File: config.mk
export PLATFORM = sky130hd
export DESIGN_NAME = lgs_scan
export DESIGN_NICKNAME = d
export VERILOG_FILES = /design/src/rtl/lgs_pkg.sv /design/src/rtl/lgs_scan.sv
export SDC_FILE = /design/constraint.sdc
export NUM_CORES = 1
export LEC_CHECK = 0
export ABC_AREA = 1
export BUFFER_PORTS_ARGS = -buffer_cell sky130_fd_sc_hd__buf_2
export CAP_MARGIN = 15
export CORE_MARGIN = 5
export CORE_UTILIZATION = 45
export DETAILED_ROUTE_END_ITERATION = 7
export HOLD_SLACK_MARGIN = 0.06
export PLACE_DENSITY = 0.69
export SYNTH_ARGS = -nofsm -noshare
export SYNTH_HDL_FRONTEND = slang
export SYNTH_SLANG_ARGS = --single-unit
File: constraint.sdc
create_clock -name clk -period 4.8 [get_ports clk]
set_input_delay 0.96 -clock clk [delete_from_list [all_inputs] [get_ports clk]]
set_output_delay 0.96 -clock clk [all_outputs]
set_load 0.005 [all_outputs]
File: src/rtl/lgs_pkg.sv
// Shared constants, codes and control types of the lidar gap steering block.
package lgs_pkg;

	localparam int NUM_BEAMS    = 1080;
	localparam int BUBBLE_BELOW = 3;
	localparam int BUBBLE_ABOVE = 2;

	localparam int ADDR_W  = $clog2(NUM_BEAMS);
	localparam int CNT_W   = $clog2(NUM_BEAMS + 1);
	localparam int CMP_W   = ((ADDR_W > 11) ? ADDR_W : 11) + 2;

	localparam int RANGE_W = 17;
	localparam int IDX_W   = 11;
	localparam int STEP_W  = 13;
	localparam int STEER_W = 25;
	localparam int SPEED_W = 9;
	localparam int CFG_W   = 17;
	localparam int REG_W   = 3;

	localparam int PROD_W  = CMP_W + 1 + STEP_W + 1;

	localparam logic [ADDR_W-1:0] LAST_BEAM = ADDR_W'(NUM_BEAMS - 1);

	localparam int STEER_MAX = 16777215;
	localparam int STEER_MIN = -16777216;
	localparam int SPEED_FAST_LIMIT = 50000;
	localparam int SPEED_MID_LIMIT  = 400000;

	localparam logic [SPEED_W-1:0] SPEED_FAST = SPEED_W'(400);
	localparam logic [SPEED_W-1:0] SPEED_MID  = SPEED_W'(100);
	localparam logic [SPEED_W-1:0] SPEED_SLOW = SPEED_W'(50);

	typedef enum logic [REG_W-1:0] {
		REG_GAP_THRESHOLD = 3'd0,
		REG_WINDOW_LOW    = 3'd1,
		REG_WINDOW_HIGH   = 3'd2,
		REG_CENTER_INDEX  = 3'd3,
		REG_ANGLE_STEP    = 3'd4,
		REG_NEAREST_START = 3'd5
	} cfg_reg_t;

	typedef enum logic [2:0] {
		ST_IDLE,
		ST_MIN,
		ST_GAP,
		ST_DRAIN,
		ST_MID,
		ST_MUL,
		ST_OUT
	} seq_state_t;

	typedef struct packed {
		logic vld;
		logic gap;
		logic init;
	} scan_ctl_t;

	typedef struct packed {
		logic mid;
		logic mul;
		logic fin;
	} steer_ctl_t;

endpackage

File: src/rtl/lgs_scan.sv
// Scan unit: nearest-sample search and longest free run, one beam per cycle.
module lgs_scan import lgs_pkg::*; (
	input  logic               clk,
	input  logic               arst_n,
	input  scan_ctl_t          ctl,
	input  logic [ADDR_W-1:0]  idx,
	input  logic [RANGE_W-1:0] data,
	input  logic [RANGE_W-1:0] gap_threshold_mm,
	input  logic [IDX_W-1:0]   window_low,
	input  logic [IDX_W-1:0]   window_high,
	input  logic [RANGE_W-1:0] nearest_start_mm,
	output logic               found,
	output logic [ADDR_W-1:0]  best_start,
	output logic [CNT_W-1:0]   best_len
);

	logic [RANGE_W-1:0] nearest_value_q;
	logic [ADDR_W-1:0]  nearest_index_q;
	logic               nearest_found_q;
	logic [CNT_W-1:0]   run_len_q;
	logic [ADDR_W-1:0]  run_start_q;
	logic [CNT_W-1:0]   best_len_q;
	logic [ADDR_W-1:0]  best_start_q;
	logic               found_q;

	logic [CMP_W-1:0] x_c, wl_c, wh_c, ni_c;
	logic             in_min_win, in_win, in_bubble, is_free, is_nearer;
	logic [CNT_W-1:0] new_len;
	logic [ADDR_W-1:0] new_start;

	always_comb begin
		x_c  = CMP_W'(idx);
		wl_c = CMP_W'(window_low);
		wh_c = CMP_W'(window_high);
		ni_c = CMP_W'(nearest_index_q);
		in_min_win = (x_c >= wl_c) && (x_c < wh_c);
		in_win     = (x_c >= wl_c) && (x_c <= wh_c);
		in_bubble  = nearest_found_q && (x_c + CMP_W'(BUBBLE_BELOW) >= ni_c)
			&& (x_c <= ni_c + CMP_W'(BUBBLE_ABOVE));
		is_free    = in_win && !in_bubble && (data > gap_threshold_mm);
		is_nearer  = in_min_win && (data < nearest_value_q);
		new_len    = run_len_q + CNT_W'(1);
		new_start  = (run_len_q == '0) ? idx : run_start_q;
	end

	always_ff @(posedge clk or negedge arst_n) begin
		if (!arst_n) begin
			nearest_value_q <= '0;
			nearest_index_q <= '0;
			nearest_found_q <= 1'b0;
			run_len_q       <= '0;
			run_start_q     <= '0;
			best_len_q      <= CNT_W'(1);
			best_start_q    <= '0;
			found_q         <= 1'b0;
		end else if (ctl.init) begin
			nearest_value_q <= nearest_start_mm;
			nearest_index_q <= '0;
			nearest_found_q <= 1'b0;
			run_len_q       <= '0;
			run_start_q     <= '0;
			best_len_q      <= CNT_W'(1);
			best_start_q    <= '0;
			found_q         <= 1'b0;
		end else if (ctl.vld && !ctl.gap) begin
			if (is_nearer) begin
				nearest_value_q <= data;
				nearest_index_q <= idx;
				nearest_found_q <= 1'b1;
			end
		end else if (ctl.vld && ctl.gap) begin
			if (is_free) begin
				run_len_q   <= new_len;
				run_start_q <= new_start;
				if (new_len > best_len_q) begin
					best_len_q   <= new_len;
					best_start_q <= new_start;
					found_q      <= 1'b1;
				end
			end else begin
				run_len_q <= '0;
			end
		end
	end

	assign found      = found_q;
	assign best_start = best_start_q;
	assign best_len   = best_len_q;

endmodule

Yosys cells after proc, flatten, opt, wreduce, memory -nomap -nowiden
Index checks and enable logic that the tools add are counted.
{"block": "totals", "output_inout_bits": 23, "reg_bits": 74, "input_bits": 89, "elab_cells": 74}
{"block": "op_classes", "reduce_logical": 21, "mux": 33, "magnitude_cmp": 8, "addsub": 3, "eq_ne": 1}
{"operator": "$mux 11", "n": 22}
{"operator": "$mux 17", "n": 3}
{"operator": "$add 11x2->12 const B", "n": 2}
{"operator": "$gt 17x17->1", "n": 1}
{"operator": "$lt 17x17->1", "n": 1}
{"operator": "$ge 12x11->1", "n": 1}
{"operator": "$le 11x12->1", "n": 1}
{"operator": "$add 11x1->11 const B", "n": 1}
{"operator": "$ge 11x11->1", "n": 1}
{"operator": "$gt 11x11->1", "n": 1}
{"operator": "$le 11x11->1", "n": 1}
{"operator": "$logic_not 11->1", "n": 1}
{"operator": "$lt 11x11->1", "n": 1}
{"operator": "$reduce_bool 2->1", "n": 5}
{"operator": "$logic_and 1x1->1", "n": 9}
{"operator": "$mux 1", "n": 8}
{"operator": "$reduce_and 2->1", "n": 2}
{"operator": "$reduce_and 4->1", "n": 1}
{"operator": "$reduce_and 3->1", "n": 1}
{"operator": "$logic_not 1->1", "n": 2}
{"operator": "$ne 2x2->1 const B", "n": 1}

Longest topological paths before layout
{"block": "logic_depth", "ltp_word": 11, "mapped_depth": 21}

Worst setup path after synthesis
OpenSTA, ideal clock, no wires.
{"block": "synth_path", "path_type": "input port to flip-flop", "start": "input port idx[0]", "end": "register best_start_q[0], in the netlist best_start[0]", "cell_stages": 20, "setup_ps": 117, "required_ps": 4683, "arrival_time_ps": 2967, "setup_slack_ps": 1715, "cell_sequence": "inv_1 ha_1 nor2_1 nand2_1 nor3_1 xor2_1 ha_1 nand2_1 inv_1 nand2_1 nand2_1 nand4_1 nand2_1 inv_1 nand2_2 nand3_4 nand3_4 buf_4 nand3_1 nand2_1"}
{"block": "synth_between", "elab_chain_len": 9, "elab_cells_between_ends": 19, "classes_between": "add/sub: 1; order compare: 4; mux: 6; reduce/logical: 8"}
{"item": "start: declaration", "line": "lgs_scan.sv:6", "source": "input logic [ADDR_W-1:0] idx,"}
{"item": "$add 11x2->12", "line": "lgs_scan.sv:38", "source": "in_bubble = nearest_found_q && (x_c + CMP_W'(BUBBLE_BELOW) >= ni_c)"}
{"item": "$ge 12x11->1", "line": "lgs_scan.sv:38"}
{"item": "$logic_and 1x1->1", "line": "lgs_scan.sv:38"}
{"item": "$logic_and 1x1->1", "line": "lgs_scan.sv:39", "source": "&& (x_c <= ni_c + CMP_W'(BUBBLE_ABOVE));"}
{"item": "$logic_not 1->1", "line": "lgs_scan.sv:40", "source": "is_free = in_win && !in_bubble && (data > gap_threshold_mm);"}
{"item": "$logic_and 1x1->1 (2 in a row)", "line": "lgs_scan.sv:40"}
{"item": "$reduce_bool 2->1 (no source line)"}
{"item": "$reduce_and 4->1 (no source line)"}
{"item": "end signal: assignment", "line": "lgs_scan.sv:77", "source": "best_start_q <= new_start;"}
{"item": "end: declaration", "line": "lgs_scan.sv:23", "source": "logic [ADDR_W-1:0] best_start_q;"}
Parallel ways exist; a longest one is shown, timed or not. The select of a mux whose other input is x is not followed.
A chain may end at the register's enable or synchronous reset.

Worst setup path after layout
{"block": "layout_path", "start": "register nearest_index_q[1]", "end": "register best_start_q[7], in the netlist best_start[7]"}
{"block": "layout_between", "elab_chain_len": 8, "elab_cells_between_ends": 10, "classes_between": "add/sub: 1; order compare: 2; reduce/logical: 7"}
{"item": "start: declaration", "line": "lgs_scan.sv:18", "source": "logic [ADDR_W-1:0] nearest_index_q;"}
{"item": "start signal: assignment", "line": "lgs_scan.sv:68", "source": "nearest_index_q <= idx;"}
{"item": "$add 11x2->12 / $ge 12x11->1 (equally long branches)", "line": "lgs_scan.sv:39, lgs_scan.sv:38"}
{"item": "$le 11x12->1 / $logic_and 1x1->1 (equally long branches)", "line": "lgs_scan.sv:39, lgs_scan.sv:38"}
{"item": "$logic_and 1x1->1 (*)", "line": "lgs_scan.sv:39"}
{"item": "$logic_not 1->1 (*)", "line": "lgs_scan.sv:40"}
{"item": "$logic_and 1x1->1 (*) (2 in a row)", "line": "lgs_scan.sv:40"}
{"item": "$reduce_bool 2->1 (no source line) (*)"}
{"item": "$reduce_and 4->1 (no source line) (*)"}
Mark *: on every way between the ends. The rest lies on a longest branch, timed or not.

==> results_tabular.tex <==
\begin{tabular}{lr}
\hline
Metric & Value \\
\hline
\multicolumn{2}{l}{\textbf{Run status}} \\
Run status & finished clean \\
\multicolumn{2}{l}{\textbf{Placement}} \\
Number of buffers added on ports & 111 \\
Post-DP HPWL & 12.1 mm \\
Last weighted congestion value of the routability-driven placer & 0.908 \\
\multicolumn{2}{l}{\textbf{Finish}} \\
Number of filler cells placed in the layout & 1384 \\
Total number of nets in the final design & 1152 \\
Share of cells above drive strength 1 & 15.3\% \\
P\&R area growth vs syn & 15.2\% \\
\multicolumn{2}{l}{\textbf{Logic synthesis}} \\
Syn Std Cell Area & 6320 sq um \\
Mapped Cells & 869 \\
Async set or reset register ratio after synthesis & 100\% \\
Synth Warn \# & 0 \\
Count leader, synth & sky130\_fd\_sc\_hd\_\_nand2\_1 \\
Largest cells by area after synthesis & sky130\_fd\_sc\_hd\_\_dfrtp\_1 (29\%), sky130\_fd\_sc\_hd\_\_ha\_1 (18\%), sky130\_fd\_sc\_hd\_\_nand2\_1 (14\%) \\
Net count after synthesis & 1050 \\
Most numerous cell types in the synthesized netlist & sky130\_fd\_sc\_hd\_\_nand2\_1 (237), sky130\_fd\_sc\_hd\_\_inv\_1 (147), sky130\_fd\_sc\_hd\_\_ha\_1 (92) \\
Post-synthesis cell type with the largest combined area & sky130\_fd\_sc\_hd\_\_dfrtp\_1 \\
Average size of a mapped cell & 7.27 sq um \\
Sequential fraction of the synthesis area & 29.3\% \\
Fraction of synthesized cell area taken by the top area cell type & 28.9\% \\
Distinct cell type count after synthesis & 39 \\
Most used flip-flop cell after synthesis & sky130\_fd\_sc\_hd\_\_dfrtp\_1 \\
Number of enable flip-flop cells after synthesis & 0 \\
Number of synthesized register bits & 74 \\
\multicolumn{2}{l}{\textbf{Global route}} \\
Overflow left after global routing & 0 \\
Via count of the first global-routing pass & 5613 \\
All-Layer GR Usage & 19.8\% \\
First-pass GRT wire length & 26.5 mm \\
GRT met2 Usage & 31.8\% \\
M1 GR Usage & 27.4\% \\
Initial antenna violation count & 2 \\
GRT met3 Usage & 4.73\% \\
Grt peak-use layer & met2 \\
Pin count of the biggest net entering global routing & 75 \\
\multicolumn{2}{l}{\textbf{Clock tree}} \\
CTS Root Buffer Type & sky130\_fd\_sc\_hd\_\_clkbuf\_16 \\
H-tree levels & 3 \\
Num Clock Sinks & 74 \\
Number of resized instances in the post-cts repair step & 0 \\
Worst-path clk slew & 0.06 ns \\
Number of buffers on the longest clock path & 2 \\
Post-CTS setup repair buffer count & 0 \\
Clock tree from TritonCTS & built \\
Hold buffers post-CTS & 0 \\
Number of clock buffers inserted by TritonCTS & 9 \\
Insertion delay of the later-clocked pin in the worst-skew pair & 0.34 ns \\
\multicolumn{2}{l}{\textbf{Die}} \\
Die height & 129 um \\
Ports & 112 \\
Die X-Extent & 129 um \\
FP Rows & 43 \\
Starting density of the core & 45.7\% \\
Standard cell core area & 13800 sq um \\
Total Die Area & 16500 sq um \\
\multicolumn{2}{l}{\textbf{Timing}} \\
Smallest hold slack & 0.484 ns \\
Setup-failing EPs final & 0 \\
Number of max-slew violations in the final report & 0 \\
Peak clock frequency supported by timing & 283 MHz \\
Hold Fails Final Rpt & 0 \\
Post-route fraction of the period consumed by the critical path & 73.6\% \\
Time the final worst path needs with I/O delays and setup & 3.53 ns \\
Headroom to the max-slew limit & 35.2\% \\
Least-Margin Pin Slew & 0.972 ns \\
Final TNS setup & 0 ns \\
Layout Skew & 0.0109 ns \\
Setup repair after global routing missed its margin & no \\
\multicolumn{2}{l}{\textbf{Drt}} \\
Post-route antenna net violation count & 0 \\
Average wire per standard cell & 13.5 um \\
Number of search-and-repair iterations in the first detailed-routing pass & 5 \\
Remaining DRCs & 0 \\
Per-cell via count in the routed design & 4.95 \\
Routed Wire Length & 15.6 mm \\
Vias post-DR & 5727 \\
Iteration-0 DRC Markers & 386 \\
\multicolumn{2}{l}{\textbf{Power}} \\
Worst supply voltage drop on vdd & 170 uV \\
Power density normalized to cell area & 258 nW/um\^{}2 \\
Leakage dissipation & 4.19 nW \\
\multicolumn{2}{l}{\textbf{Min path}} \\
Worst Hold Class & reg2reg \\
Depth of the worst hold-timing path & 2 \\
\multicolumn{2}{l}{\textbf{Critical path}} \\
Worst setup path category & reg2reg \\
Data arrival, critical path & 3.80 ns \\
CP Data Required Time & 5.07 ns \\
Worst reg2reg path depth & 18 \\
Sort of element at the start of the critical path & register \\
Crit. End Element & register \\
Max Fanout on Critical Path & 25 \\
\multicolumn{2}{l}{\textbf{Flow run}} \\
Number of maximum-capacitance constraint violations & 0 \\
\hline
\end{tabular}
[path summary, 6_finish.rpt]
path / startpoint / to / slack (ns)
setup / recovery: nearest_index_q[1] / best_start[7] / 1.27
hold / removal: nearest_value_q[6] / nearest_value_q[6] / 0.48
setup reg to reg: nearest_index_q[1] / best_start[7] / 1.27
hold reg to reg: nearest_value_q[6] / nearest_value_q[6] / 0.48
max in group asynchronous: arst_n / run_len_q[5] / 3.39
min in group asynchronous: arst_n / best_len[5] / 0.76
[critical path: stages, from the launching register on]
cell and delay (ns):
sky130_fd_sc_hd__dfrtp_1 0.41, sky130_fd_sc_hd__inv_1 0.08, sky130_fd_sc_hd__nor3_1 0.30, sky130_fd_sc_hd__nand3_1 0.19
sky130_fd_sc_hd__nor3_1 0.33, sky130_fd_sc_hd__nand3_1 0.14, sky130_fd_sc_hd__xor2_1 0.16, sky130_fd_sc_hd__inv_1 0.05
sky130_fd_sc_hd__ha_1 0.28, sky130_fd_sc_hd__and3_1 0.20, sky130_fd_sc_hd__nand2_1 0.06, sky130_fd_sc_hd__nor2_1 0.04
sky130_fd_sc_hd__nor2_1 0.12, sky130_fd_sc_hd__nand2_2 0.10, sky130_fd_sc_hd__nand3_4 0.14, sky130_fd_sc_hd__nand3_4 0.27
sky130_fd_sc_hd__inv_2 0.38, sky130_fd_sc_hd__nand2_1 0.12, sky130_fd_sc_hd__nand2_1 0.09
[power breakdown]
part	total (mW)	leakage [nW]	internal [mW]	switching, mW
combinational	0.480	3.06	0.191	0.289
clock	0.685	0.147	0.431	0.254
sequential	0.716	0.980	0.679	0.0370
total	1.88	4.19	1.30	0.581
[sequential cells by signal (all words and copies together) (netlist names)]
signal / count
found: 1
nearest_value_q: 17
best_len: 11
nearest_index_q: 11
run_len_q: 11
best_start: 11
run_start_q: 11
nearest_found_q: 1
[logic make-up (layout without fill, tap and decap cells)]
logic type / Yosys count / in the layout / synth area share (%)
AO/OA/AOI/OAI: 114 / 114 / 9.46
XOR/XNOR: 20 / 20 / 2.77
adder cells (fa/ha/maj): 92 / 92 / 18.2
buffers and inverters: 174 / 281 / 11.4
flip-flops: 74 / 74 / 29.3
multiplexers: 16 / 16 / 2.53
other: 0 / 1 / 0
AND/OR/NAND/NOR: 379 / 379 / 26.3
[layer usage]
| metal | up-vias | share of wire [%] | routed length, um |
|---|---|---|---|
| met5 | - | 0.084 | 13 |
| met4 | 2 | 0.77 | 120 |
| met3 | 11 | 5.9 | 923 |
| met2 | 152 | 45 | 7020 |
| met1 | 2569 | 48 | 7490 |
| li1 | 2993 | - | - |
[area by class of cell]
class	count	area [sq um]	area share, %
antenna	1	2.50	0.0344
clock buffer	14	264	3.63
clock inverter	2	35.0	0.481
inverter	150	563	7.73
multi-input combinational	621	3750	51.5
sequential	74	1850	25.5
tap	180	225	3.09
timing repair buffer	115	588	8.08
[placed cells by master (no fill, tap or decap), types with 2 or more instances in the layout]
| cell type | n |
|---|---|
| sky130_fd_sc_hd__ha_1 | 92 |
| sky130_fd_sc_hd__inv_1 | 146 |
| sky130_fd_sc_hd__nand2_2 | 4 |
| sky130_fd_sc_hd__clkbuf_8 | 2 |
| sky130_fd_sc_hd__o21ai_0 | 46 |
| sky130_fd_sc_hd__and2_1 | 2 |
| sky130_fd_sc_hd__nand4_1 | 11 |
| sky130_fd_sc_hd__o21a_1 | 2 |
| sky130_fd_sc_hd__a21o_1 | 5 |
| sky130_fd_sc_hd__mux2i_1 | 16 |
| sky130_fd_sc_hd__clkbuf_1 | 3 |
| sky130_fd_sc_hd__dfrtp_1 | 73 |
| sky130_fd_sc_hd__nor4_1 | 4 |
| sky130_fd_sc_hd__buf_2 | 110 |
| sky130_fd_sc_hd__inv_2 | 4 |
| sky130_fd_sc_hd__clkbuf_16 | 9 |
| sky130_fd_sc_hd__xnor2_1 | 2 |
| sky130_fd_sc_hd__nand3_4 | 3 |
| sky130_fd_sc_hd__o22ai_1 | 5 |
| sky130_fd_sc_hd__nand3_1 | 56 |
| sky130_fd_sc_hd__xor2_1 | 18 |
| sky130_fd_sc_hd__nor3_1 | 6 |
| sky130_fd_sc_hd__o21ai_1 | 12 |
| sky130_fd_sc_hd__buf_4 | 5 |
| sky130_fd_sc_hd__a21oi_1 | 43 |
| sky130_fd_sc_hd__nor2_1 | 46 |
| sky130_fd_sc_hd__nand2_1 | 237 |
[through the flow]
step	util (%)	cells	power [mW]	setup WS, ns	instance area (sq um)
final	52.6	1157	1.88	1.27	7280
after detailed placement	50.5	1140	1.21	0.944	6980
after global routing	52.6	1157	2.02	0.935	7280
after global placement	50.5	1140	1.20	1.06	6980
after floorplan	-	869	1.06	1.72	6320
after CTS	52.6	1156	1.90	1.25	7280
Note: power is estimated with default switching activity, not from simulation.
