### src/rtl/lgs_pkg.sv
// Shared constants, codes and control types of the lidar gap steering block.
package lgs_pkg;

	localparam int NUM_BEAMS    = 1080;
	localparam int BUBBLE_BELOW = 3;
	localparam int BUBBLE_ABOVE = 2;

	localparam int ADDR_W  = $clog2(NUM_BEAMS);
	localparam int CNT_W   = $clog2(NUM_BEAMS + 1);
	localparam int CMP_W   = ((ADDR_W > 11) ? ADDR_W : 11) + 2;

	localparam int RANGE_W = 17;
	localparam int IDX_W   = 11;
	localparam int STEP_W  = 13;
	localparam int STEER_W = 25;
	localparam int SPEED_W = 9;
	localparam int CFG_W   = 17;
	localparam int REG_W   = 3;

	localparam int PROD_W  = CMP_W + 1 + STEP_W + 1;

	localparam logic [ADDR_W-1:0] LAST_BEAM = ADDR_W'(NUM_BEAMS - 1);

	localparam int STEER_MAX = 16777215;
	localparam int STEER_MIN = -16777216;
	localparam int SPEED_FAST_LIMIT = 50000;
	localparam int SPEED_MID_LIMIT  = 400000;

	localparam logic [SPEED_W-1:0] SPEED_FAST = SPEED_W'(400);
	localparam logic [SPEED_W-1:0] SPEED_MID  = SPEED_W'(100);
	localparam logic [SPEED_W-1:0] SPEED_SLOW = SPEED_W'(50);

	typedef enum logic [REG_W-1:0] {
		REG_GAP_THRESHOLD = 3'd0,
		REG_WINDOW_LOW    = 3'd1,
		REG_WINDOW_HIGH   = 3'd2,
		REG_CENTER_INDEX  = 3'd3,
		REG_ANGLE_STEP    = 3'd4,
		REG_NEAREST_START = 3'd5
	} cfg_reg_t;

	typedef enum logic [2:0] {
		ST_IDLE,
		ST_MIN,
		ST_GAP,
		ST_DRAIN,
		ST_MID,
		ST_MUL,
		ST_OUT
	} seq_state_t;

	typedef struct packed {
		logic vld;
		logic gap;
		logic init;
	} scan_ctl_t;

	typedef struct packed {
		logic mid;
		logic mul;
		logic fin;
	} steer_ctl_t;

endpackage

### src/rtl/lgs_steer.sv
// Steering unit: gap middle, angle multiply, saturation and speed choice.
module lgs_steer import lgs_pkg::*; (
	input  logic                      clk,
	input  logic                      arst_n,
	input  steer_ctl_t                ctl,
	input  logic                      found,
	input  logic [ADDR_W-1:0]         best_start,
	input  logic [CNT_W-1:0]          best_len,
	input  logic [IDX_W-1:0]          center_index,
	input  logic [STEP_W-1:0]         angle_step_urad,
	output logic                      done,
	output logic [IDX_W-1:0]          middle_beam,
	output logic                      gap_found,
	output logic [IDX_W-1:0]          gap_length,
	output logic signed [STEER_W-1:0] steering_urad,
	output logic [SPEED_W-1:0]        speed_cm_per_s
);

	logic [CMP_W-1:0]         middle_q;
	logic                     found_q;
	logic [CNT_W-1:0]         len_q;
	logic signed [PROD_W-1:0] product_q;

	logic                      done_q;
	logic [IDX_W-1:0]          middle_beam_q;
	logic                      gap_found_q;
	logic [IDX_W-1:0]          gap_length_q;
	logic signed [STEER_W-1:0] steering_q;
	logic [SPEED_W-1:0]        speed_q;

	logic [CMP_W:0]           mid_sum;
	logic signed [CMP_W:0]    diff;
	logic signed [PROD_W-1:0] product;
	logic signed [STEER_W-1:0] steer_sat;
	logic [SPEED_W-1:0]       speed;

	always_comb begin
		mid_sum = (CMP_W + 1)'(best_start) + (CMP_W + 1)'(best_start)
			+ (CMP_W + 1)'(best_len) - (CMP_W + 1)'(1);
		diff    = $signed({1'b0, middle_q}) - $signed((CMP_W + 1)'(center_index));
		product = PROD_W'(diff) * $signed({1'b0, angle_step_urad});
		if (product_q > PROD_W'(STEER_MAX)) begin
			steer_sat = STEER_W'(STEER_MAX);
		end else if (product_q < PROD_W'(STEER_MIN)) begin
			steer_sat = STEER_W'(STEER_MIN);
		end else begin
			steer_sat = STEER_W'(product_q);
		end
		if (steer_sat <= STEER_W'(SPEED_FAST_LIMIT)) begin
			speed = SPEED_FAST;
		end else if (steer_sat <= STEER_W'(SPEED_MID_LIMIT)) begin
			speed = SPEED_MID;
		end else begin
			speed = SPEED_SLOW;
		end
	end

	// middle, found and length are taken once the scan has settled
	always_ff @(posedge clk) begin
		if (ctl.mid) begin
			found_q  <= found;
			len_q    <= best_len;
			middle_q <= found ? mid_sum[CMP_W:1] : CMP_W'(center_index);
		end
		if (ctl.mul) begin
			product_q <= product;
		end
		if (ctl.fin) begin
			middle_beam_q <= middle_q[IDX_W-1:0];
			gap_found_q   <= found_q;
			gap_length_q  <= found_q ? len_q[IDX_W-1:0] : '0;
			steering_q    <= steer_sat;
			speed_q       <= speed;
		end
	end

	always_ff @(posedge clk or negedge arst_n) begin
		if (!arst_n) begin
			done_q <= 1'b0;
		end else begin
			done_q <= ctl.fin;
		end
	end

	assign done           = done_q;
	assign middle_beam    = middle_beam_q;
	assign gap_found      = gap_found_q;
	assign gap_length     = gap_length_q;
	assign steering_urad  = steering_q;
	assign speed_cm_per_s = speed_q;

endmodule

### config.mk
export PLATFORM = sky130hd
export DESIGN_NAME = lgs_steer
export DESIGN_NICKNAME = d
export VERILOG_FILES = /design/src/rtl/lgs_pkg.sv /design/src/rtl/lgs_steer.sv
export SDC_FILE = /design/constraint.sdc
export NUM_CORES = 1
export LEC_CHECK = 0
export CORE_MARGIN = 2
export CORE_UTILIZATION = 35
export CTS_CLUSTER_DIAMETER = 50
export DETAILED_ROUTE_END_ITERATION = 8
export DONT_BUFFER_PORTS = 1
export HOLD_SLACK_MARGIN = 0.08
export SLEW_MARGIN = 15
export SYNTH_ARGS = -nofsm -noshare
export SYNTH_HDL_FRONTEND = slang
export SYNTH_SLANG_ARGS = --single-unit
### constraint.sdc
create_clock -name clk -period 11.4 [get_ports clk]
set_clock_uncertainty 0.05 [all_clocks]
set_input_delay 2.28 -clock clk [delete_from_list [all_inputs] [get_ports clk]]
set_output_delay 2.28 -clock clk [all_outputs]
set_load 0.005 [all_outputs]
### Word level (Yosys, flattened, before mapping)

Index checks and enable logic that the tools add are counted.

* bits of input ports: 52
* register bits after elaboration: 111
* output and inout port bits: 58
* word-level logic and storage cells: 24

* multipliers: 1
* add/sub/neg operators: 4
* multiplexer cells: 4
* $lt $le $gt $ge: 4

Operators with widths (number)
* 25-bit two-way mux: 2
* 28-bit by 25-bit > comparator with 1-bit output (second input constant): 1
* 28-bit by 25-bit less-than comparator with 1-bit output (second input constant): 1
* 14-bit by 14-bit multiplier with 28-bit output: 1
* 25-bit by 17-bit less-or-equal comparator with 1-bit output (second input constant): 1
* 25-bit by 20-bit less-or-equal comparator with 1-bit output (second input constant): 1
* 13-bit by 1-bit subtractor with 14-bit output (second input constant): 1
* 13-bit by 11-bit subtractor with 14-bit output: 1
* 12-bit by 11-bit adder with 13-bit output: 1
* 11-bit by 11-bit adder with 12-bit output: 1
* 11-bit two-way mux: 1
* 7-bit two-way mux: 1

### Logic depth before layout (Yosys ltp)

Gate-level depths: netlist (run 1).

* depth after elaboration: 5
* mapped depth: 30
* gate-level depth less buffers: 30

### Worst setup path after synthesis (run 1)

OpenSTA, ideal clock, no wires.

* path kind: input -> register
* from: input center_index[1]
* to: register product_q[27], data pin
* library setup time: 0.260 ns
* buffers on the path: 1
* arrival: 9.050 ns
* cell stages on the path: 28
* path slack: 2.040 ns
* required time: 11.090 ns
* path through: inv_1 > ha_1 > nor2b_1 > o31a_1 > o41ai_2 > o21ai_1 > a21o_1 > a21boi_2 > and2_1 > fa_1 > inv_1 > fa_1 > inv_1 > fa_1 > fa_1 > fa_1 > inv_1 > fa_1 > inv_1 > ha_1 > clkbuf_1 > nand4_1 > nor4_1 > o21ai_0 > nand3_1 > o31ai_1 > o21ai_0 > xnor2_1

* word-level cells in the longest chain between the ends: 2

RTL lines
* start: declaration: line lgs_steer.sv:9 `input logic [IDX_W-1:0] center_index,`
* 13-bit by 11-bit subtractor with 14-bit output: line lgs_steer.sv:40 `diff = $signed({1'b0, middle_q}) - $signed((CMP_W + 1)'(center_index));`
* 14-bit by 14-bit multiplier with 28-bit output: line lgs_steer.sv:41 `product = PROD_W'(diff) * $signed({1'b0, angle_step_urad});`
* via product[27]: line lgs_steer.sv:33 `logic signed [PROD_W-1:0] product;`
* end signal: assignment: line lgs_steer.sv:66 `product_q <= product;`
* end: declaration: line lgs_steer.sv:22 `logic signed [PROD_W-1:0] product_q;`

The timed path passes the listed nets, and every way through them passes these cells.
A chain may end at the register's enable or synchronous reset.

### Worst setup path after layout (run 1)

* from: input center_index[1]
* to: register product_q[26], data pin

The elaborated chain is that of the path after synthesis.

==> impl_results.md, run 1 <==
- Type of origin of the critical path: input pin
- Share of the synthesized area in the top cell type: 0.273
- Final worst-path cycle share: 0.894
- Number of setup buffers added after CTS: 0
- Synthesis Warnings: 0
- GRT Util Overall: 0.155
- Antenna violations before repair: 0
- Xor and xnor area share after synthesis: 0.0256
- Drt wl/cell: about 16 um
- FF+latch count, synth: between 100 and 150
- CORE AREA: about 38,000 sq um
- Fin crit period: roughly 10 ns
- Register clock-pin slew on the reported worst setup and hold paths: 0.08 ns
- DRT Pass-1 Iters: 5
- Place WS: just under 0.8 ns
- Total of max-cap violations: 0
- CTS buffer count: 9
- Leading cell types by count after synthesis: inv_1, fa_1, edfxtp_1
- Average footprint of a synthesized cell: 9.62 sq um
- Area growth syn-to-layout: 5.69%
- Insertion delay of the later-clocked pin in the worst-skew pair: 0.36 ns
- Number of primary I/O pins: between 100 and 150
- Remaining global-route overflow: 0
- Main combinational cell family by area after synthesis: adder cells
- Setup repair after global routing missed its margin: false
- Post-route ant nets: 0
- Critical path capture point type: register
- Gate Count Post-Synth: approximately 1,400
- Final layout net count: ~1,700
- Number of levels in the clock H-tree: 3
- Synthesized cell area: between 10,000 and 15,000 sq um
- Standard-cell rows: just over 70
- Routed wire length: 29.7 mm
- Fraction of layout cells with a size suffix above 1: 0.0296
- Setup slack of the worst register-to-register path: ~2.7 ns
- Post-detailed-placement half-perimeter wirelength: 23.8 mm
- Weighted congestion reported at the end of routability-driven placement: between 0.8 and 0.9
- Floorplan die height: roughly 200 um
- FMAX: 98.1 MHz
- Critical Path AT: roughly 10 ns
- Transition time at the pin with the least slew margin: 1.02 ns
- Via Count: about 9,300
- Hold_buf cts: 0
- CTS Sinks: about 110
- Clock tree root driver cell: clkbuf_16
- Setup Viol. Count Final: 0
- Max-Slew Margin vs Limit: 0.319
- Antenna fix cells: 0
- Synth area leader: fa_1
- Kind of path behind the tightest hold check: register to register
- Via count of the first global-routing pass: approximately 9,400
- Data required time at the worst endpoint: 11.45 ns
- Cell types occupying the most area after synthesis: fa_1, edfxtp_1, ha_1
- TritonCTS clock tree: done
- Wire length of the first global-routing pass: 48.8 mm
- Floorplan die width: 199 um
- Final hold violation count: 0
- Type of the worst setup path: input pin to register
- Clock buffer depth: 2
- Number of synthesized flops with an enable pin: 106
- Post-route setup slack: 1.20 ns
- Number of pins with negative max-slew slack in the final report: 0
- Most numerous cell in the Yosys netlist: inv_1
- Most used flip-flop cell after synthesis: edfxtp_1
- Port Buf Inserts: 0
- Async set or reset register ratio after synthesis: 0.00935
- CP max FO: 13
- Status: finished clean
- Die area: ~40,000 sq um
- Post-synthesis sequential area ratio: 0.240
- Initial core utilization: 0.355
- Worst Hold Depth: 0
- Number of different library cells in the post-synthesis netlist: 64
- Pin count of the biggest net entering global routing: between 50 and 60
- Total Negative Setup Slacks: 0 ns
- Post-synthesis simple-gate area fraction: 0.154
- Number of resized instances in the post-cts repair step: 0
- Compound-gate portion of the synthesized area: 0.108
- Register-to-Register Path Depth: 26
- Post-synthesis share of cell area spent on full adders, half adders and majority gates: 0.369
- Per-cell via count in the routed design: between 4 and 5
- Number of remaining DRC errors: 0
- DRC violation total after the first TritonRoute iteration: around 510
- Multiplexer share of the synthesized area: 0.00384
==> metal layers <==
layer / up-vias / global-route usage / part of all wire
met4: 0 / 0.0392 / 0.017
met1: 4679 / 0.206 / 0.44
met3: 33 / 0.0223 / 0.037
li1: 4414 / - / -
met2: 179 / 0.265 / 0.51
met5: - / 0 / 0
==> final cells by class <==
type,count,area [sq um]
well taps,511,639
fillers,3800,23600
repair buffers,13,97.6
inverters,279,1050
multi-input cells,937,8820
clock inverters,7,72.6
flip-flops and latches,107,3210
clock buffers,9,225
==> kinds of logic (layout without fill, tap and decap cells) <==
| logic type | Yosys count | in the layout |
|---|---|---|
| other | 1 | 2 |
| adders and majority gates | 285 | 285 |
| AOI/OAI and AO/OA | 205 | 205 |
| DFF | 107 | 107 |
| xor gates and xnor gates | 39 | 39 |
| buffers and inverters | 346 | 308 |
| muxes | 5 | 5 |
| and+or+nand+nor | 401 | 401 |
==> stage by stage <==
| stage | hold slack (ns) | cell area, sq um | util | instances |
|---|---|---|---|---|
| floorplan | 0.376 | 13400 | - | 1390 |
| global placement | 0.388 | 13800 | 0.367 | 1847 |
| detailed placement | 0.396 | 13800 | 0.367 | 1847 |
| CTS | 0.406 | 14100 | 0.375 | 1863 |
| global route | 0.424 | 14100 | 0.375 | 1863 |
| finish | 0.400 | 14100 | 0.375 | 1863 |
==> flip-flops by register name (all words and copies together), names as in the netlist, 5 cells and up <==
register,cells
middle_beam,11
steering_urad,25
product_q,28
speed_cm_per_s,5
gap_length,11
len_q,11
middle_q,13
==> cells in the final DEF, fill, tap and decap left out, types with 5 or more instances in the layout <==
cell type and instances:
nor4_1 13, ha_1 103, fa_1 182, nor3_1 25
inv_1 279, nor2b_1 25, nand2_1 102, o2111ai_1 7
edfxtp_1 106, a21oi_1 36, xnor2_1 27, o211ai_1 21
o21ai_0 45, and2_1 93, o21a_1 19, nand3_1 20
nand3b_1 15, xor2_1 12, a21o_1 17, and3_1 5
clkbuf_16 9, buf_4 13, o2111a_1 7, or4_1 6
nand2b_1 11, a211oi_1 11, nor2_1 73, a31oi_1 5
==> final timing paths <==
check / start / to
setup / recovery: center_index[1] / product_q[26]
hold / removal: middle_q[0] / middle_beam[0]
min in group asynchronous: arst_n / done
setup reg to reg: middle_q[1] / product_q[26]
hold reg to reg: middle_q[0] / middle_beam[0]
max in group asynchronous: arst_n / done
==> worst max-delay path, stage by stage <==
cell,delay (ns)
inv_1,0.03
ha_1,0.27
nor2b_1,0.14
o31a_1,0.28
o41ai_2,0.30
o21ai_1,0.23
a21o_1,0.26
a311oi_2,0.88
and2_1,0.25
fa_1,0.40
inv_1,0.09
fa_1,0.38
inv_1,0.09
fa_1,0.45
fa_1,0.47
fa_1,0.57
inv_1,0.06
fa_1,0.49
inv_1,0.04
ha_1,0.37
a211oi_1,0.32
o21bai_1,0.12
a211oi_1,0.63
nor3_1,0.14
a211oi_1,0.36
a31oi_1,0.15
xor2_1,0.16
Power of run 1 is left out: the tool's default activity adds up to more than one toggle a clock period on the data nets, which glitch-free logic cannot reach.
==> run 2, diff against run 1 <==
--- a/config.mk
+++ b/config.mk
@@ -5,13 +5,12 @@
 export SDC_FILE = /design/constraint.sdc
 export NUM_CORES = 1
 export LEC_CHECK = 0
-export CORE_MARGIN = 2
+export CORE_ASPECT_RATIO = 0.75
 export CORE_UTILIZATION = 35
 export CTS_CLUSTER_DIAMETER = 50
 export DETAILED_ROUTE_END_ITERATION = 8
 export DONT_BUFFER_PORTS = 1
 export HOLD_SLACK_MARGIN = 0.08
-export SLEW_MARGIN = 15
 export SYNTH_ARGS = -nofsm -noshare
 export SYNTH_HDL_FRONTEND = slang
 export SYNTH_SLANG_ARGS = --single-unit
==> impl_results.md, run 2 (synthesis gave the netlist of run 1 again) <==
- Status: finished clean (unchanged)
- Multi-input gate area in the final layout: 8820 sq um (unchanged)
- Number of remaining DRC errors: 0 (unchanged)
- Pin count of the biggest net entering global routing: 55 (unchanged)
- Port Buf Inserts: 0 (unchanged)
- Drt wl/cell: 15.8 um (was 15.9 um)
- Routed wire length: 29.4 mm (was 29.7 mm)
- Met3 layer usage reported by global route: 0.0389 (was 0.0223)
- Cell seen most often among critical-path stages: fa_1 (unchanged)
- CTS buffer count: 9 (unchanged)
- Setup slack of the worst register-to-register path: 2.93 ns (was 2.73 ns)
- Capture endpoint of the worst hold path: middle_beam[5] (was middle_beam[0])
- Critical Path AT: 10.03 ns (was 10.25 ns)
- Insertion delay of the later-clocked pin in the worst-skew pair: 0.37 ns (was 0.36 ns)
- Worst reg2reg endpoint: product_q[27] (was product_q[26])
- TritonCTS clock tree: done (unchanged)
- Startpoint of the lowest-slack register-to-register path: middle_q[1] (unchanged)
- DRC violation total after the first TritonRoute iteration: 796 (was 507)
- Number of flip-flops under the largest register name: 28 (unchanged)
- Hold_buf cts: 0 (unchanged)
- Total of max-cap violations: 0 (unchanged)
- Fin crit period: 9.98 ns (was 10.20 ns)
- Die area: 39,000 sq um (was 39,700 sq um)
- Fillers: 3,720 (was 3,800)
- Number of setup buffers added after CTS: 0 (unchanged)
- CORE AREA: 37,300 sq um (was 37,700 sq um)
- Final worst-path cycle share: 0.876 (was 0.894)
- Data required time at the worst endpoint: 11.45 ns (about the same)
- Final hold violation count: 0 (unchanged)
- Number of levels in the clock H-tree: 3 (unchanged)
- Fraction of layout cells with a size suffix above 1: 0.0289 (was 0.0296)
- GRT Util Overall: 0.157 (was 0.155)
- Floorplan die height: 171 um (was 199 um)
- Antenna violations before repair: 0 (unchanged)
- Per-cell via count in the routed design: 5.04 (was 4.99)
- Kind of path behind the tightest hold check: register to register (unchanged)
- Delay of the slowest cell on the worst path: 0.55 ns (was 0.88 ns)
- Setup repair after global routing missed its margin: false (unchanged)
- Clock buffer depth: 2 (unchanged)
- Top library cells by usage in the layout, fill and taps aside: inv_1, fa_1, edfxtp_1 (unchanged)
- Type of origin of the critical path: input pin (unchanged)
- Number of resized instances in the post-cts repair step: 0 (unchanged)
- DRT Pass-1 Iters: 6 (was 5)
- Floorplan die width: 228 um (was 199 um)
- Remaining global-route overflow: 0 (unchanged)
- Worst Hold Depth: 0 (unchanged)
- Most common cell after layout, fill and taps aside: inv_1 (unchanged)
- Register-to-Register Path Depth: 26 (unchanged)
- Area growth syn-to-layout: 5.42% (was 5.69%)
- Initial core utilization: 0.358 (was 0.355)
- Global-route met2 utilization: 0.222 (was 0.265)
- Type of the worst setup path: input pin to register (unchanged)
- Final layout net count: 1,683 (was 1,684)
- Max stage delay cell, worst path: fa_1 (was a311oi_2)
- Post-detailed-placement half-perimeter wirelength: 23.8 mm (about the same)
- Via count of the first global-routing pass: 9,164 (was 9,362)
- Post-route ant nets: 0 (unchanged)
- Transition time at the pin with the least slew margin: 1.19 ns (was 1.02 ns)
- Via Count: 9,352 (was 9,305)
- Grt met1 use: 0.240 (was 0.206)
- Wire length of the first global-routing pass: 48.2 mm (was 48.8 mm)
- Setup Viol. Count Final: 0 (unchanged)
- Place WS: 1.01 ns (was 0.788 ns)
- Register clock-pin slew on the reported worst setup and hold paths: 0.07 ns (was 0.08 ns)
- CP max FO: 19 (was 13)
- Fin util: 0.377 (was 0.375)
- FMAX: 100 MHz (was 98.1 MHz)
- FF+latch area: 3210 sq um (unchanged)
- CTS Sinks: 107 (unchanged)
- Standard-cell rows: 61 (was 71)
- Startpoint of the worst hold path: middle_q[5] (was middle_q[0])
- Total Negative Setup Slacks: 0 ns (unchanged)
- Number of primary I/O pins: 110 (unchanged)
- Max-Slew Margin vs Limit: 0.202 (was 0.319)
- Clock tree root driver cell: clkbuf_16 (unchanged)
- Layer carrying the most global-route usage: met1 (was met2)
- Number of pins with negative max-slew slack in the final report: 0 (unchanged)
- Critical path capture point type: register (unchanged)
- Most flop-heavy register: product_q (unchanged)
- Post-route setup slack: 1.42 ns (was 1.20 ns)
- Weighted congestion reported at the end of routability-driven placement: 0.875 (was 0.815)
run 2: cell type report:
class	instances	share of cell area
multi-input cells	937	0.627
clock buffers	9	0.0160
repair buffers	12	0.00640
well taps	504	0.0448
flip-flops and latches	107	0.228
diodes	1	0.000178
inverters	279	0.0744
clock inverters	7	0.00355
run 2: worst max-delay path: cells and delay by family:
family                   cells  cell delay (ns)
buffers and inverters        5             0.65
AND/OR/NAND/NOR              3             0.64
XOR/XNOR                     1             0.15
adder cells (fa/ha/maj)      8             3.62
AO/OA/AOI/OAI               10             2.71
run 2: worst max-delay path by stage:
stage	startpoint	end	slack, ns	cells past startpoint
2_1_floorplan	center_index[1]	product_q[27]	2.04	28
3_3_place_gp	center_index[1]	product_q[27]	1.21	27
3_5_place_dp	center_index[1]	product_q[27]	1.01	27
4_1_cts	center_index[1]	product_q[27]	1.40	27
5_1_grt	center_index[2]	product_q[27]	0.86	27
6_report	center_index[1]	product_q[27]	1.42	27
run 2: layer usage:
layer,up-vias,part of all wire
met5,-,0
met3,21,0.065
met2,245,0.41
met1,4681,0.52
met4,0,0.0082
li1,4405,-
run 2: stage by stage:
stage	hold slack [ns]	instances	area (sq um)
global route	0.418	1855	14100
floorplan	0.376	1390	13400
detailed placement	0.390	1839	13800
global placement	0.386	1839	13800
CTS	0.404	1855	14100
finish	0.403	1856	14100
Power of run 2 is left out for the same reason.
==> run 3, diff against run 2 <==
--- a/config.mk
+++ b/config.mk
@@ -11,6 +11,7 @@
 export DETAILED_ROUTE_END_ITERATION = 8
 export DONT_BUFFER_PORTS = 1
 export HOLD_SLACK_MARGIN = 0.08
+export PLACE_DENSITY = 0.49
 export SYNTH_ARGS = -nofsm -noshare
 export SYNTH_HDL_FRONTEND = slang
 export SYNTH_SLANG_ARGS = --single-unit
==> impl_results.md, run 3 (synthesis gave the netlist of run 1 again) <==
- Status: finished clean (unchanged)
- Final layout net count: 1,686 (was 1,683)
- Total Negative Setup Slacks: 0 ns (unchanged)
- Startpoint of the most critical setup path: center_index[1] (unchanged)
- Area growth syn-to-layout: 5.87% (was 5.42%)
- Port Buf Inserts: 0 (unchanged)
- Number of primary I/O pins: 110 (unchanged)
- Number of resized instances in the post-cts repair step: 0 (unchanged)
- Clock tree root driver cell: clkbuf_16 (unchanged)
- Fin crit period: 9.95 ns (was 9.98 ns)
- Type of origin of the critical path: input pin (unchanged)
- Post-detailed-placement half-perimeter wirelength: 24.8 mm (was 23.8 mm)
- GRT Util Overall: 0.164 (was 0.157)
- Number of levels in the clock H-tree: 3 (unchanged)
- Setup repair after global routing missed its margin: false (unchanged)
- Fraction of layout cells with a size suffix above 1: 0.0303 (was 0.0289)
- Routed wire length: 30.6 mm (was 29.4 mm)
- Post-route design area: 14,100 sq um (about the same)
- Endpoint of the most critical setup path: product_q[27] (unchanged)
- Total of max-cap violations: 0 (unchanged)
- Insertion delay of the later-clocked pin in the worst-skew pair: 0.37 ns (about the same)
- Area post-placement: 13,800 sq um (about the same)
- Post-route ant nets: 0 (unchanged)
- CP max FO: 19 (unchanged)
- Worst Hold Depth: 0 (unchanged)
- CTS buffer count: 9 (unchanged)
- Type of the worst setup path: input pin to register (unchanged)
- DRT Pass-1 Iters: 5 (was 6)
- Transition time at the pin with the least slew margin: 1.02 ns (was 1.19 ns)
- Via count of the first global-routing pass: 8,983 (was 9,164)
- Number of setup buffers added after CTS: 0 (unchanged)
- TritonCTS clock tree: done (unchanged)
- Number of remaining DRC errors: 0 (unchanged)
- Register-to-Register Path Depth: 26 (unchanged)
- CORE AREA: 37,300 sq um (unchanged)
- Number of cells in the design after placement: 1,842 (was 1,839)
- Worst reg2reg endpoint: product_q[27] (unchanged)
- Die area: 39,000 sq um (unchanged)
- Per-cell via count in the routed design: 4.87 (was 5.04)
- Fillers: 3,751 (was 3,720)
- Pin count of the biggest net entering global routing: 55 (unchanged)
- Floorplan die width: 228 um (unchanged)
- Final standard cell count with taps included and fillers excluded: 1,858 (was 1,856)
- Setup Viol. Count Final: 0 (unchanged)
- Wire length of the first global-routing pass: 49.9 mm (was 48.2 mm)
- DRC violation total after the first TritonRoute iteration: 521 (was 796)
- Floorplan die height: 171 um (unchanged)
- Weighted congestion reported at the end of routability-driven placement: 0.847 (was 0.875)
- Drt wl/cell: 16.4 um (was 15.8 um)
- Number of pins with negative max-slew slack in the final report: 0 (unchanged)
- Top library cells by usage in the layout, fill and taps aside: inv_1, fa_1, edfxtp_1 (unchanged)
- Final worst-path cycle share: 0.873 (was 0.876)
- Kind of path behind the tightest hold check: register to register (unchanged)
- Max-Slew Margin vs Limit: 0.311 (was 0.202)
- Data required time at the worst endpoint: 11.45 ns (about the same)
- Remaining global-route overflow: 0 (unchanged)
- Hold_buf cts: 0 (unchanged)
- Clock buffer depth: 2 (unchanged)
- Critical Path AT: 10.00 ns (was 10.03 ns)
- Initial core utilization: 0.358 (unchanged)
- FMAX: 100 MHz (about the same)
- Antenna violations before repair: 0 (unchanged)
- Standard-cell rows: 61 (unchanged)
- CTS Sinks: 107 (unchanged)
- Critical path capture point type: register (unchanged)
- Number of flip-flops under the largest register name: 28 (unchanged)
- Register clock-pin slew on the reported worst setup and hold paths: 0.07 ns (about the same)
- Startpoint of the lowest-slack register-to-register path: middle_q[1] (unchanged)
- Setup slack of the worst register-to-register path: 2.95 ns (was 2.93 ns)
- Most common cell after layout, fill and taps aside: inv_1 (unchanged)
- Via Count: 9,049 (was 9,352)
- Final hold violation count: 0 (unchanged)
- Most flop-heavy register: product_q (unchanged)
## run 3: cell types whose count changed in the layout (fill, tap and decap cells not counted), sizes merged
cell	change
buf	+3
clkinvlp	-1
inv	-2
bufinv	+2
## run 3: metrics by stage
stage	hold WS, ns	util	worst slack [ns]
after floorplan	0.376	-	2.04
after detailed placement	0.393	0.370	1.04
after global routing	0.413	0.379	0.842
after CTS	0.411	0.379	1.43
final	0.405	0.379	1.45
after global placement	0.388	0.370	1.22
## run 3: how the worst min path moves through the flow
stage | endpoint | startpoint
detailed placement | middle_beam[6] | middle_q[6]
global placement | middle_beam[6] | middle_q[6]
global route | middle_beam[0] | middle_q[0]
CTS | middle_beam[0] | middle_q[0]
finish | middle_beam[6] | middle_q[6]
floorplan | middle_beam[0] | middle_q[0]
## run 3: final cells by class
cell class                 count  area [sq um]  share of cell area
clock inverter                 6          88.8             0.00628
sequential                   107          3210               0.227
inverter                     279          1050              0.0741
multi-input combinational    937          8820               0.624
antenna                        1          2.50            0.000177
tap                          504           631              0.0446
clock buffer                   9           225              0.0159
timing repair buffer          15           113             0.00796
## run 3: critical path: stages
cell	delay [ns]
inv_1	0.03
ha_1	0.27
nor2b_1	0.14
o31a_1	0.29
o41ai_2	0.30
o21ai_1	0.22
a21o_1	0.25
a21boi_2	0.54
and2_1	0.33
fa_1	0.49
inv_1	0.10
fa_1	0.44
inv_1	0.45
fa_1	0.51
fa_1	0.47
fa_1	0.54
inv_1	0.05
fa_1	0.50
inv_1	0.04
ha_1	0.39
a21oi_1	0.19
o21ai_0	0.21
o22ai_1	0.18
nand3_1	0.15
o31ai_1	0.32
o21ai_0	0.17
xnor2_1	0.14
## run 3: layer usage
layer	routed length, um	track usage
met5	0	0
met1	16300	0.259
met3	1570	0.0391
met4	271	0.0286
met2	12400	0.225
Power of run 3 is left out for the same reason.
